==> config.mk <==
export PLATFORM = sky130hd
export DESIGN_NAME = udp_port_packet_classifier_core
export DESIGN_NICKNAME = d
export VERILOG_FILES = /design/src/hdl/udpc_pkg.sv /design/src/hdl/udpc_parser.sv /design/src/hdl/udpc_fifo.sv /design/src/hdl/udpc_verdict.sv /design/src/hdl/udp_port_packet_classifier_core.sv
export SDC_FILE = /design/constraint.sdc
export NUM_CORES = 1
export LEC_CHECK = 0
export ABC_AREA = 0
export BUFFER_PORTS_ARGS = -buffer_cell sky130_fd_sc_hd__buf_2
export CAP_MARGIN = 20
export CORE_AREA = 3 3 147 92
export CTS_BUF_LIST = sky130_fd_sc_hd__clkbuf_16
export DETAILED_ROUTE_END_ITERATION = 7
export DIE_AREA = 0 0 150 95
export PLACE_DENSITY = 0.83
export RECOVER_POWER = 25
export SLEW_MARGIN = 20
export SYNTH_ARGS = -nofsm -noshare
export SYNTH_HDL_FRONTEND = slang
export SYNTH_HIERARCHICAL = 1
export SYNTH_SLANG_ARGS = --single-unit
==> constraint.sdc <==
create_clock -name aclk -period 4.3 [get_ports aclk]
set_input_delay 0.86 -clock aclk [delete_from_list [all_inputs] [get_ports aclk]]
set_output_delay 0.86 -clock aclk [all_outputs]
set_load 0.005 [all_outputs]
==> src/hdl/udpc_pkg.sv <==
package udpc_pkg;

    // Input word: one frame byte
    typedef struct packed {
        logic [7:0] data_byte;
        logic       last_byte;
        logic [7:0] rx_queue;
    } in_word_t;

    // Result word: one verdict per frame
    typedef struct packed {
        logic       verdict;
        logic [7:0] queue_index;
    } out_word_t;

    // Parsed frame summary handed from parser to output stage
    typedef struct packed {
        logic        header_ok;
        logic [15:0] port;
        logic [7:0]  queue;
    } frame_sum_t;

    // Register indexes
    localparam logic REG_MATCH_PORT   = 1'b0;
    localparam logic REG_TARGET_QUEUE = 1'b1;

    localparam int CFG_DATA_W = 16;

    // Header constants
    localparam logic [6:0]  POS_MAX         = 7'd127;
    localparam logic [6:0]  POS_TYPE_HI     = 7'd12;
    localparam logic [6:0]  POS_TYPE_LO     = 7'd13;
    localparam logic [6:0]  POS_TAG_TYPE_HI = 7'd16;
    localparam logic [6:0]  POS_TAG_TYPE_LO = 7'd17;
    localparam logic [4:0]  IP_START_PLAIN  = 5'd14;
    localparam logic [4:0]  IP_START_TAGGED = 5'd18;
    localparam logic [15:0] ETH_TYPE_IP     = 16'h0800;
    localparam logic [15:0] ETH_TYPE_TAG_Q  = 16'h8100;
    localparam logic [15:0] ETH_TYPE_TAG_AD = 16'h88a8;
    localparam logic [7:0]  IP_PROTO_UDP    = 8'd17;
    localparam logic [3:0]  IP_VERSION      = 4'd4;
    localparam logic [3:0]  MIN_WORDS       = 4'd5;

    // Offsets inside the IPv4 header
    localparam logic [6:0] OFS_VER_IHL  = 7'd0;
    localparam logic [6:0] OFS_FRAG_HI  = 7'd6;
    localparam logic [6:0] OFS_FRAG_LO  = 7'd7;
    localparam logic [6:0] OFS_PROTO    = 7'd9;
    // Offsets inside the UDP header
    localparam logic [6:0] OFS_DPORT_HI = 7'd2;
    localparam logic [6:0] OFS_DPORT_LO = 7'd3;
    localparam logic [6:0] OFS_UDP_END  = 7'd7;

endpackage

==> src/hdl/udpc_parser.sv <==
module udpc_parser (
    input  logic                 aclk,
    input  logic                 aresetn,
    input  logic                 byte_take,
    input  udpc_pkg::in_word_t   in_word,
    output logic                 sum_push,
    output udpc_pkg::frame_sum_t sum_word
);

    logic [6:0]  pos_reg,      pos_next;
    logic [15:0] kind_reg,     kind_next;
    logic [4:0]  ip_start_reg, ip_start_next;
    logic [3:0]  hwords_reg,   hwords_next;
    logic        ip_ok_reg,    ip_ok_next;
    logic [15:0] port_reg,     port_next;
    logic        udp_done_reg, udp_done_next;
    logic [7:0]  fq_reg,       fq_next;

    logic [7:0] b;
    logic [6:0] ip_start_ext;
    logic [6:0] rel;     // offset from IPv4 header start
    logic [6:0] udp_ofs; // IPv4 header length in bytes

    assign b            = in_word.data_byte;
    assign ip_start_ext = {2'b00, ip_start_reg};
    assign rel          = pos_reg - ip_start_ext;
    assign udp_ofs      = {1'b0, hwords_reg, 2'b00};

    always_comb begin
        kind_next     = kind_reg;
        ip_start_next = ip_start_reg;
        hwords_next   = hwords_reg;
        ip_ok_next    = ip_ok_reg;
        port_next     = port_reg;
        udp_done_next = udp_done_reg;
        fq_next       = (pos_reg == 7'd0) ? in_word.rx_queue : fq_reg;

        if (pos_reg == udpc_pkg::POS_TYPE_HI) begin
            kind_next = {b, kind_reg[7:0]};
        end else if (pos_reg == udpc_pkg::POS_TYPE_LO) begin
            kind_next = {kind_reg[15:8], b};
            if (kind_next == udpc_pkg::ETH_TYPE_IP) begin
                ip_start_next = udpc_pkg::IP_START_PLAIN;
                ip_ok_next    = 1'b1;
            end else if (kind_next == udpc_pkg::ETH_TYPE_TAG_Q ||
                         kind_next == udpc_pkg::ETH_TYPE_TAG_AD) begin
                ip_start_next = udpc_pkg::IP_START_TAGGED;
                ip_ok_next    = 1'b0;
            end else begin
                ip_start_next = 5'd0;
                ip_ok_next    = 1'b0;
            end
        end else if (ip_start_reg == udpc_pkg::IP_START_TAGGED &&
                     pos_reg == udpc_pkg::POS_TAG_TYPE_HI) begin
            kind_next = {b, kind_reg[7:0]};
        end else if (ip_start_reg == udpc_pkg::IP_START_TAGGED &&
                     pos_reg == udpc_pkg::POS_TAG_TYPE_LO) begin
            kind_next = {kind_reg[15:8], b};
            if (kind_next == udpc_pkg::ETH_TYPE_IP) begin
                ip_ok_next = 1'b1;
            end else begin
                ip_start_next = 5'd0;
                ip_ok_next    = 1'b0;
            end
        end else if (ip_ok_reg && pos_reg >= ip_start_ext) begin
            if (rel == udpc_pkg::OFS_VER_IHL) begin
                hwords_next = b[3:0];
                if (b[7:4] != udpc_pkg::IP_VERSION || b[3:0] < udpc_pkg::MIN_WORDS) begin
                    ip_ok_next = 1'b0;
                end
            end else if (rel == udpc_pkg::OFS_FRAG_HI) begin
                // reserved and DF bits masked off; MF and fragment offset high bits must be zero
                if (b[5:0] != 6'd0) begin
                    ip_ok_next = 1'b0;
                end
            end else if (rel == udpc_pkg::OFS_FRAG_LO) begin
                if (b != 8'd0) begin
                    ip_ok_next = 1'b0;
                end
            end else if (rel == udpc_pkg::OFS_PROTO) begin
                if (b != udpc_pkg::IP_PROTO_UDP) begin
                    ip_ok_next = 1'b0;
                end
            end else if (rel == udp_ofs + udpc_pkg::OFS_DPORT_HI) begin
                port_next = {b, port_reg[7:0]};
            end else if (rel == udp_ofs + udpc_pkg::OFS_DPORT_LO) begin
                port_next = {port_reg[15:8], b};
            end else if (rel == udp_ofs + udpc_pkg::OFS_UDP_END) begin
                udp_done_next = 1'b1;
            end
        end

        pos_next = (pos_reg < udpc_pkg::POS_MAX) ? pos_reg + 7'd1 : pos_reg;
    end

    assign sum_push           = byte_take && in_word.last_byte;
    assign sum_word.header_ok = ip_ok_next && udp_done_next;
    assign sum_word.port      = port_next;
    assign sum_word.queue     = fq_next;

    always_ff @(posedge aclk) begin
        if (!aresetn || (byte_take && in_word.last_byte)) begin
            pos_reg      <= 7'd0;
            kind_reg     <= 16'd0;
            ip_start_reg <= 5'd0;
            hwords_reg   <= 4'd0;
            ip_ok_reg    <= 1'b0;
            port_reg     <= 16'd0;
            udp_done_reg <= 1'b0;
            fq_reg       <= 8'd0;
        end else if (byte_take) begin
            pos_reg      <= pos_next;
            kind_reg     <= kind_next;
            ip_start_reg <= ip_start_next;
            hwords_reg   <= hwords_next;
            ip_ok_reg    <= ip_ok_next;
            port_reg     <= port_next;
            udp_done_reg <= udp_done_next;
            fq_reg       <= fq_next;
        end
    end

endmodule

==> src/hdl/udpc_fifo.sv <==
module udpc_fifo #(
    parameter int WIDTH = 25,
    parameter int DEPTH = 2
) (
    input  logic             aclk,
    input  logic             aresetn,
    input  logic             push,
    input  logic [WIDTH-1:0] push_data,
    output logic             full,
    input  logic             pop,
    output logic             not_empty,
    output logic [WIDTH-1:0] head_data
);

    localparam int PTR_W = (DEPTH > 1) ? $clog2(DEPTH) : 1;
    localparam int CNT_W = $clog2(DEPTH + 1);

    logic [WIDTH-1:0] slot_reg [DEPTH];
    logic [PTR_W-1:0] wr_ptr_reg, wr_ptr_next;
    logic [PTR_W-1:0] rd_ptr_reg, rd_ptr_next;
    logic [CNT_W-1:0] count_reg,  count_next;
    logic             do_push, do_pop;

    assign full      = (count_reg == CNT_W'(DEPTH));
    assign not_empty = (count_reg != '0);
    assign head_data = slot_reg[rd_ptr_reg];
    assign do_push   = push && !full;
    assign do_pop    = pop && not_empty;

    always_comb begin
        wr_ptr_next = wr_ptr_reg;
        rd_ptr_next = rd_ptr_reg;
        if (do_push) begin
            wr_ptr_next = (wr_ptr_reg == PTR_W'(DEPTH - 1)) ? '0 : wr_ptr_reg + PTR_W'(1);
        end
        if (do_pop) begin
            rd_ptr_next = (rd_ptr_reg == PTR_W'(DEPTH - 1)) ? '0 : rd_ptr_reg + PTR_W'(1);
        end
        count_next = count_reg + CNT_W'(do_push) - CNT_W'(do_pop);
    end

    always_ff @(posedge aclk) begin
        if (!aresetn) begin
            wr_ptr_reg <= '0;
            rd_ptr_reg <= '0;
            count_reg  <= '0;
        end else begin
            wr_ptr_reg <= wr_ptr_next;
            rd_ptr_reg <= rd_ptr_next;
            count_reg  <= count_next;
        end
    end

    always_ff @(posedge aclk) begin
        if (do_push) begin
            slot_reg[wr_ptr_reg] <= push_data;
        end
    end

endmodule

==> src/hdl/udpc_verdict.sv <==
module udpc_verdict #(
    parameter int QUEUE_WIDTH = 8
) (
    input  logic                                aclk,
    input  logic                                aresetn,
    input  logic                                cfg_wr_en,
    input  logic                                cfg_index,
    input  logic [udpc_pkg::CFG_DATA_W-1:0]     cfg_wr_data,
    input  logic                                sum_valid,
    input  udpc_pkg::frame_sum_t                sum_word,
    output logic                                sum_pop,
    output logic                                m_valid,
    input  logic                                m_ready,
    output udpc_pkg::out_word_t                 m_data
);

    // Only the low bits of the 8-bit queue numbers take part in the match
    localparam int CMP_W = (QUEUE_WIDTH < 8) ? QUEUE_WIDTH : 8;

    logic [15:0]         match_port_reg;
    logic [7:0]          target_queue_reg;
    logic                m_valid_reg, m_valid_next;
    udpc_pkg::out_word_t m_data_reg,  m_data_next;
    logic                hit;

    assign hit = sum_word.header_ok &&
                 (sum_word.port == match_port_reg) &&
                 (sum_word.queue[CMP_W-1:0] == target_queue_reg[CMP_W-1:0]);

    assign sum_pop = sum_valid && (!m_valid_reg || m_ready);

    always_comb begin
        m_valid_next = m_valid_reg;
        m_data_next  = m_data_reg;
        if (sum_pop) begin
            m_valid_next            = 1'b1;
            m_data_next.verdict     = hit;
            m_data_next.queue_index = sum_word.queue;
        end else if (m_ready) begin
            m_valid_next = 1'b0;
        end
    end

    always_ff @(posedge aclk) begin
        if (!aresetn) begin
            m_valid_reg      <= 1'b0;
            match_port_reg   <= 16'd0;
            target_queue_reg <= 8'd0;
        end else begin
            m_valid_reg <= m_valid_next;
            if (cfg_wr_en) begin
                case (cfg_index)
                    udpc_pkg::REG_MATCH_PORT: begin
                        match_port_reg <= cfg_wr_data;
                    end
                    udpc_pkg::REG_TARGET_QUEUE: begin
                        target_queue_reg <= cfg_wr_data[7:0];
                    end
                    default: begin
                    end
                endcase
            end
        end
    end

    always_ff @(posedge aclk) begin
        m_data_reg <= m_data_next;
    end

    assign m_valid = m_valid_reg;
    assign m_data  = m_data_reg;

endmodule

==> src/hdl/udp_port_packet_classifier_core.sv <==
// A verdict word passes from the parser through the summary queue into the output
// register; m_valid rises when that register is free to take it.
// Throughput: one frame byte per cycle; the parser takes a byte every cycle that the
// two-entry summary queue between parser and output register has room.
// Reset: aresetn is synchronous, active low; it clears the parser state, the queue,
// the output valid and both configuration registers (match port, target_queue) to 0.
module udp_port_packet_classifier_core #(
    parameter int QUEUE_WIDTH = 8
) (
    input  logic                            aclk,
    input  logic                            aresetn,
    // configuration write port
    input  logic                            cfg_wr_en,
    input  logic                            cfg_index,
    input  logic [udpc_pkg::CFG_DATA_W-1:0] cfg_wr_data,
    // frame bytes in
    input  logic                            s_valid,
    output logic                            s_ready,
    input  udpc_pkg::in_word_t              s_data,
    // verdicts out
    output logic                            m_valid,
    input  logic                            m_ready,
    output udpc_pkg::out_word_t             m_data
);

    localparam int SUM_W     = $bits(udpc_pkg::frame_sum_t);
    localparam int SUM_DEPTH = 2;

    logic                 byte_take;
    logic                 sum_push;
    udpc_pkg::frame_sum_t sum_in;
    udpc_pkg::frame_sum_t sum_head;
    logic                 q_full;
    logic                 q_not_empty;
    logic                 q_pop;

    // Front end: byte parser. Stalls only when the summary queue is full,
    // which is checked for every byte so a last byte never finds it full.
    assign s_ready   = !q_full;
    assign byte_take = s_valid && s_ready;

    udpc_parser u_parser (
        .aclk      (aclk),
        .aresetn   (aresetn),
        .byte_take (byte_take),
        .in_word   (s_data),
        .sum_push  (sum_push),
        .sum_word  (sum_in)
    );

    // Short queue of per-frame summaries; decouples parsing from output stalls.
    udpc_fifo #(
        .WIDTH (SUM_W),
        .DEPTH (SUM_DEPTH)
    ) u_sum_q (
        .aclk      (aclk),
        .aresetn   (aresetn),
        .push      (sum_push),
        .push_data (sum_in),
        .full      (q_full),
        .pop       (q_pop),
        .not_empty (q_not_empty),
        .head_data (sum_head)
    );

    // Back end: match against configuration and hold the verdict word
    // in the output register until taken.
    udpc_verdict #(
        .QUEUE_WIDTH (QUEUE_WIDTH)
    ) u_verdict (
        .aclk        (aclk),
        .aresetn     (aresetn),
        .cfg_wr_en   (cfg_wr_en),
        .cfg_index   (cfg_index),
        .cfg_wr_data (cfg_wr_data),
        .sum_valid   (q_not_empty),
        .sum_word    (sum_head),
        .sum_pop     (q_pop),
        .m_valid     (m_valid),
        .m_ready     (m_ready),
        .m_data      (m_data)
    );

endmodule

==> flow_metrics.env <==
export IMPL_power_density_nw_per_um2=486.6
export IMPL_die_h_um=95
export IMPL_outcome="finished, violations left"
export IMPL_rrSetupSlack_ns=0.84
export IMPL_drc=0
export IMPL_grt_max_degree=49
export IMPL_io_buffer_count=49
export IMPL_post_cts_buffers=0
export IMPL_cts_repair_resized=0
export IMPL_ir_drop_mv=0.2925
export IMPL_drv_slew=26
export IMPL_pin_count=50
export IMPL_start_util_pct=55.10
export IMPL_min_from="u_parser/ip_start_reg[4]"
export IMPL_synth_cell_types=61
export IMPL_max_freq_mhz=288.8
export IMPL_path_class="reg2reg"
export IMPL_cts_inserted_buffers=17
export IMPL_rows=31
export IMPL_reg2reg_depth=10
export IMPL_gp_congestion=0.9300
export IMPL_clkLatencyLatePin_ns=0.41
export IMPL_min_path_type="reg2reg"
export IMPL_core_area_sq_um=12100
export IMPL_drtIter0Drc=380
export IMPL_cts_tree="done"
export IMPL_largest_reg_flops=50
export IMPL_grt_pass1_wl_mm=23.96
export IMPL_drtPass1Iterations=5
export IMPL_dpl_hpwl_mm=10.57
export IMPL_antenna_found_initial=0
export IMPL_wl_mm=15.12
export IMPL_r2r_start="u_parser/pos_reg[1]"
export IMPL_antennaDiodeCount=0
export IMPL_yosysWarningCount=6
export IMPL_cp_startpoint="u_parser/pos_reg[1]"
export IMPL_fin_util_pct=62.03
export IMPL_tns_ns=0
export IMPL_syn_nets=643
export IMPL_dpl_instance_area_sq_um=6953
export IMPL_syn2layout_area_growth_pct=12.59
export IMPL_fp_dieArea_sq_um=14250
export IMPL_leakage_nw=3.006
export IMPL_drv_cap=1
export IMPL_nets=682
export IMPL_via_per_inst=5.758
export IMPL_ys_seq_area_share_pct=49.99
export IMPL_postSynthCellCount=593
export IMPL_total_power_mw=3.653
export IMPL_rsz0062_at_grt="no"
export IMPL_drive_above_1_share_pct=20.78
export IMPL_r2r_end="u_sum_q/slot_reg[1][23]"
export IMPL_synth_edf_count=59
export IMPL_cp_start_kind="flip-flop"
export IMPL_synth_ff_type="dfxtp_1"
export IMPL_synth_most_common_cell="dfxtp_1"
export IMPL_numClockSinks=137
export IMPL_skew_ns=0.007673
export IMPL_grt_ovfl_total=0
export IMPL_setup_viol=0
export IMPL_end_kind="flip-flop"
export IMPL_htreeDepth=4
export IMPL_fillers=957
export IMPL_cts_hold_buffers_added=0
export IMPL_gr_usage_all_layers_pct=21.93
export IMPL_required_ns=4.45
export IMPL_grt_pass1_vias=4598
export IMPL_ys_ff_latch=137
export IMPL_root_buffer="clkbuf_16"
export IMPL_fin_crit_sh_pct=80.54
export IMPL_netlist_top_cells_count="dfxtp_1 (78), nand2_1 (63), edfxtp_1 (59), nor2_1 (59), mux2i_1 (44)"
export IMPL_final_cell_area_sq_um=7507
export IMPL_die_w_um=150
export IMPL_hold_ws_ns=0.4684
export IMPL_via_count=4664
export IMPL_finalHoldViolCount=0
export IMPL_synthArstFlopShare_pct=0
export IMPL_cts_max_path_buffers=2
export IMPL_synth_top_cell_area_share_pct=26.57
export IMPL_wire_per_inst_um=18.66
export IMPL_violations="capacitance limit, slew limit"
export IMPL_cp_arrival_ns=3.61
export IMPL_period_needed_ns=3.463
export IMPL_slew_headroom_pct=-27.11
export IMPL_hold_path_depth=2
export IMPL_cp_endpoint="u_sum_q/slot_reg[1][23]"
export IMPL_avgSynthCellArea_sq_um=11.24
export IMPL_synth_area_leaders="edfxtp_1 (27%), dfxtp_1 (23%), mux2i_1 (6.6%)"
export IMPL_tightest_slew_ns=1.907
export IMPL_synth_top_cell_by_area="edfxtp_1"
export IMPL_synth_area_sq_um=6668
export IMPL_antenna_left=0
export IMPL_clk_pin_slew_ns=0.06
export IMPL_crit_fanout=8
power breakdown:
group	internal [mW]	switching, mW
clock	0.892	0.541
combinational	0.277	0.367
sequential	1.52	0.0573
placed cells by master, fill, tap and decap left out, drive strengths merged, types with 7 or more instances in the layout:
master,instances
nor2,59
ha,10
clkbuf,28
xor2,20
a21oi,7
nand2b,9
dfxtp,78
buf,46
mux2i,44
nor3,11
nand3,15
nor4,12
nand2,63
mux2,49
xnor2,19
a21boi,24
edfxtp,59
clkinv,7
inv,16
layer usage:
layer	vias to the layer above	GRT usage, %	part of all wire [%]
li1	2169	-	-
met1	2254	30.82	45
met2	227	33.36	45
met3	14	5.947	9.3
met4	0	6.621	0.85
met5	-	0	0
layout make-up:
class,count,area [sq um],share of cell area (%)
sequential,137,3333,44.40
inverter,13,48.80,0.6500
clock buffer,20,500.5,6.667
multi-input combinational,409,3055,40.70
timing repair buffer,54,270.3,3.600
clock inverter,12,92.59,1.233
tap,165,206.4,2.750
worst max-delay path, cell delays in order, from the launching register on:
cell,delay [ns]
dfxtp_1,0.37
inv_1,0.11
ha_1,0.23
fa_1,0.45
xnor2_2,0.25
or3_1,0.39
o21ai_0,0.11
nor4b_2,0.42
nor2b_4,0.09
and3_1,0.40
mux2_4,0.39
logic make-up (layout without fill, tap and decap cells):
| logic type | Yosys count | after routing | share of synthesized area [%] |
|---|---|---|---|
| XOR/XNOR | 39 | 39 | 5.236 |
| AO/OA/AOI/OAI | 59 | 59 | 6.699 |
| AND/OR/NAND/NOR | 207 | 207 | 15.61 |
| buffers and inverters | 47 | 99 | 3.828 |
| adder cells (fa/ha/maj) | 11 | 11 | 2.177 |
| flip-flops | 137 | 137 | 49.99 |
| multiplexers | 93 | 93 | 16.46 |
stage by stage:
| stage | setup slack, ns | instances |
|---|---|---|
| 2_1_floorplan | 1.341 | 593 |
| 3_3_place_gp | 1.046 | 778 |
| 3_5_place_dp | 0.9112 | 778 |
| 4_1_cts | 0.8887 | 810 |
| 5_1_grt | 0.7194 | 810 |
| 6_report | 0.8368 | 810 |
worst min-delay path by stage:
stage,slack [ns],end
3_3_place_gp,0.45,u_verdict/match_port_reg[10]
2_1_floorplan,0.44,u_parser/udp_done_reg
3_5_place_dp,0.46,u_verdict/match_port_reg[13]
5_1_grt,0.50,u_verdict/match_port_reg[13]
4_1_cts,0.47,u_verdict/match_port_reg[13]
6_report,0.47,u_parser/ip_start_reg[4]
(Power assumes the default switching activity.)
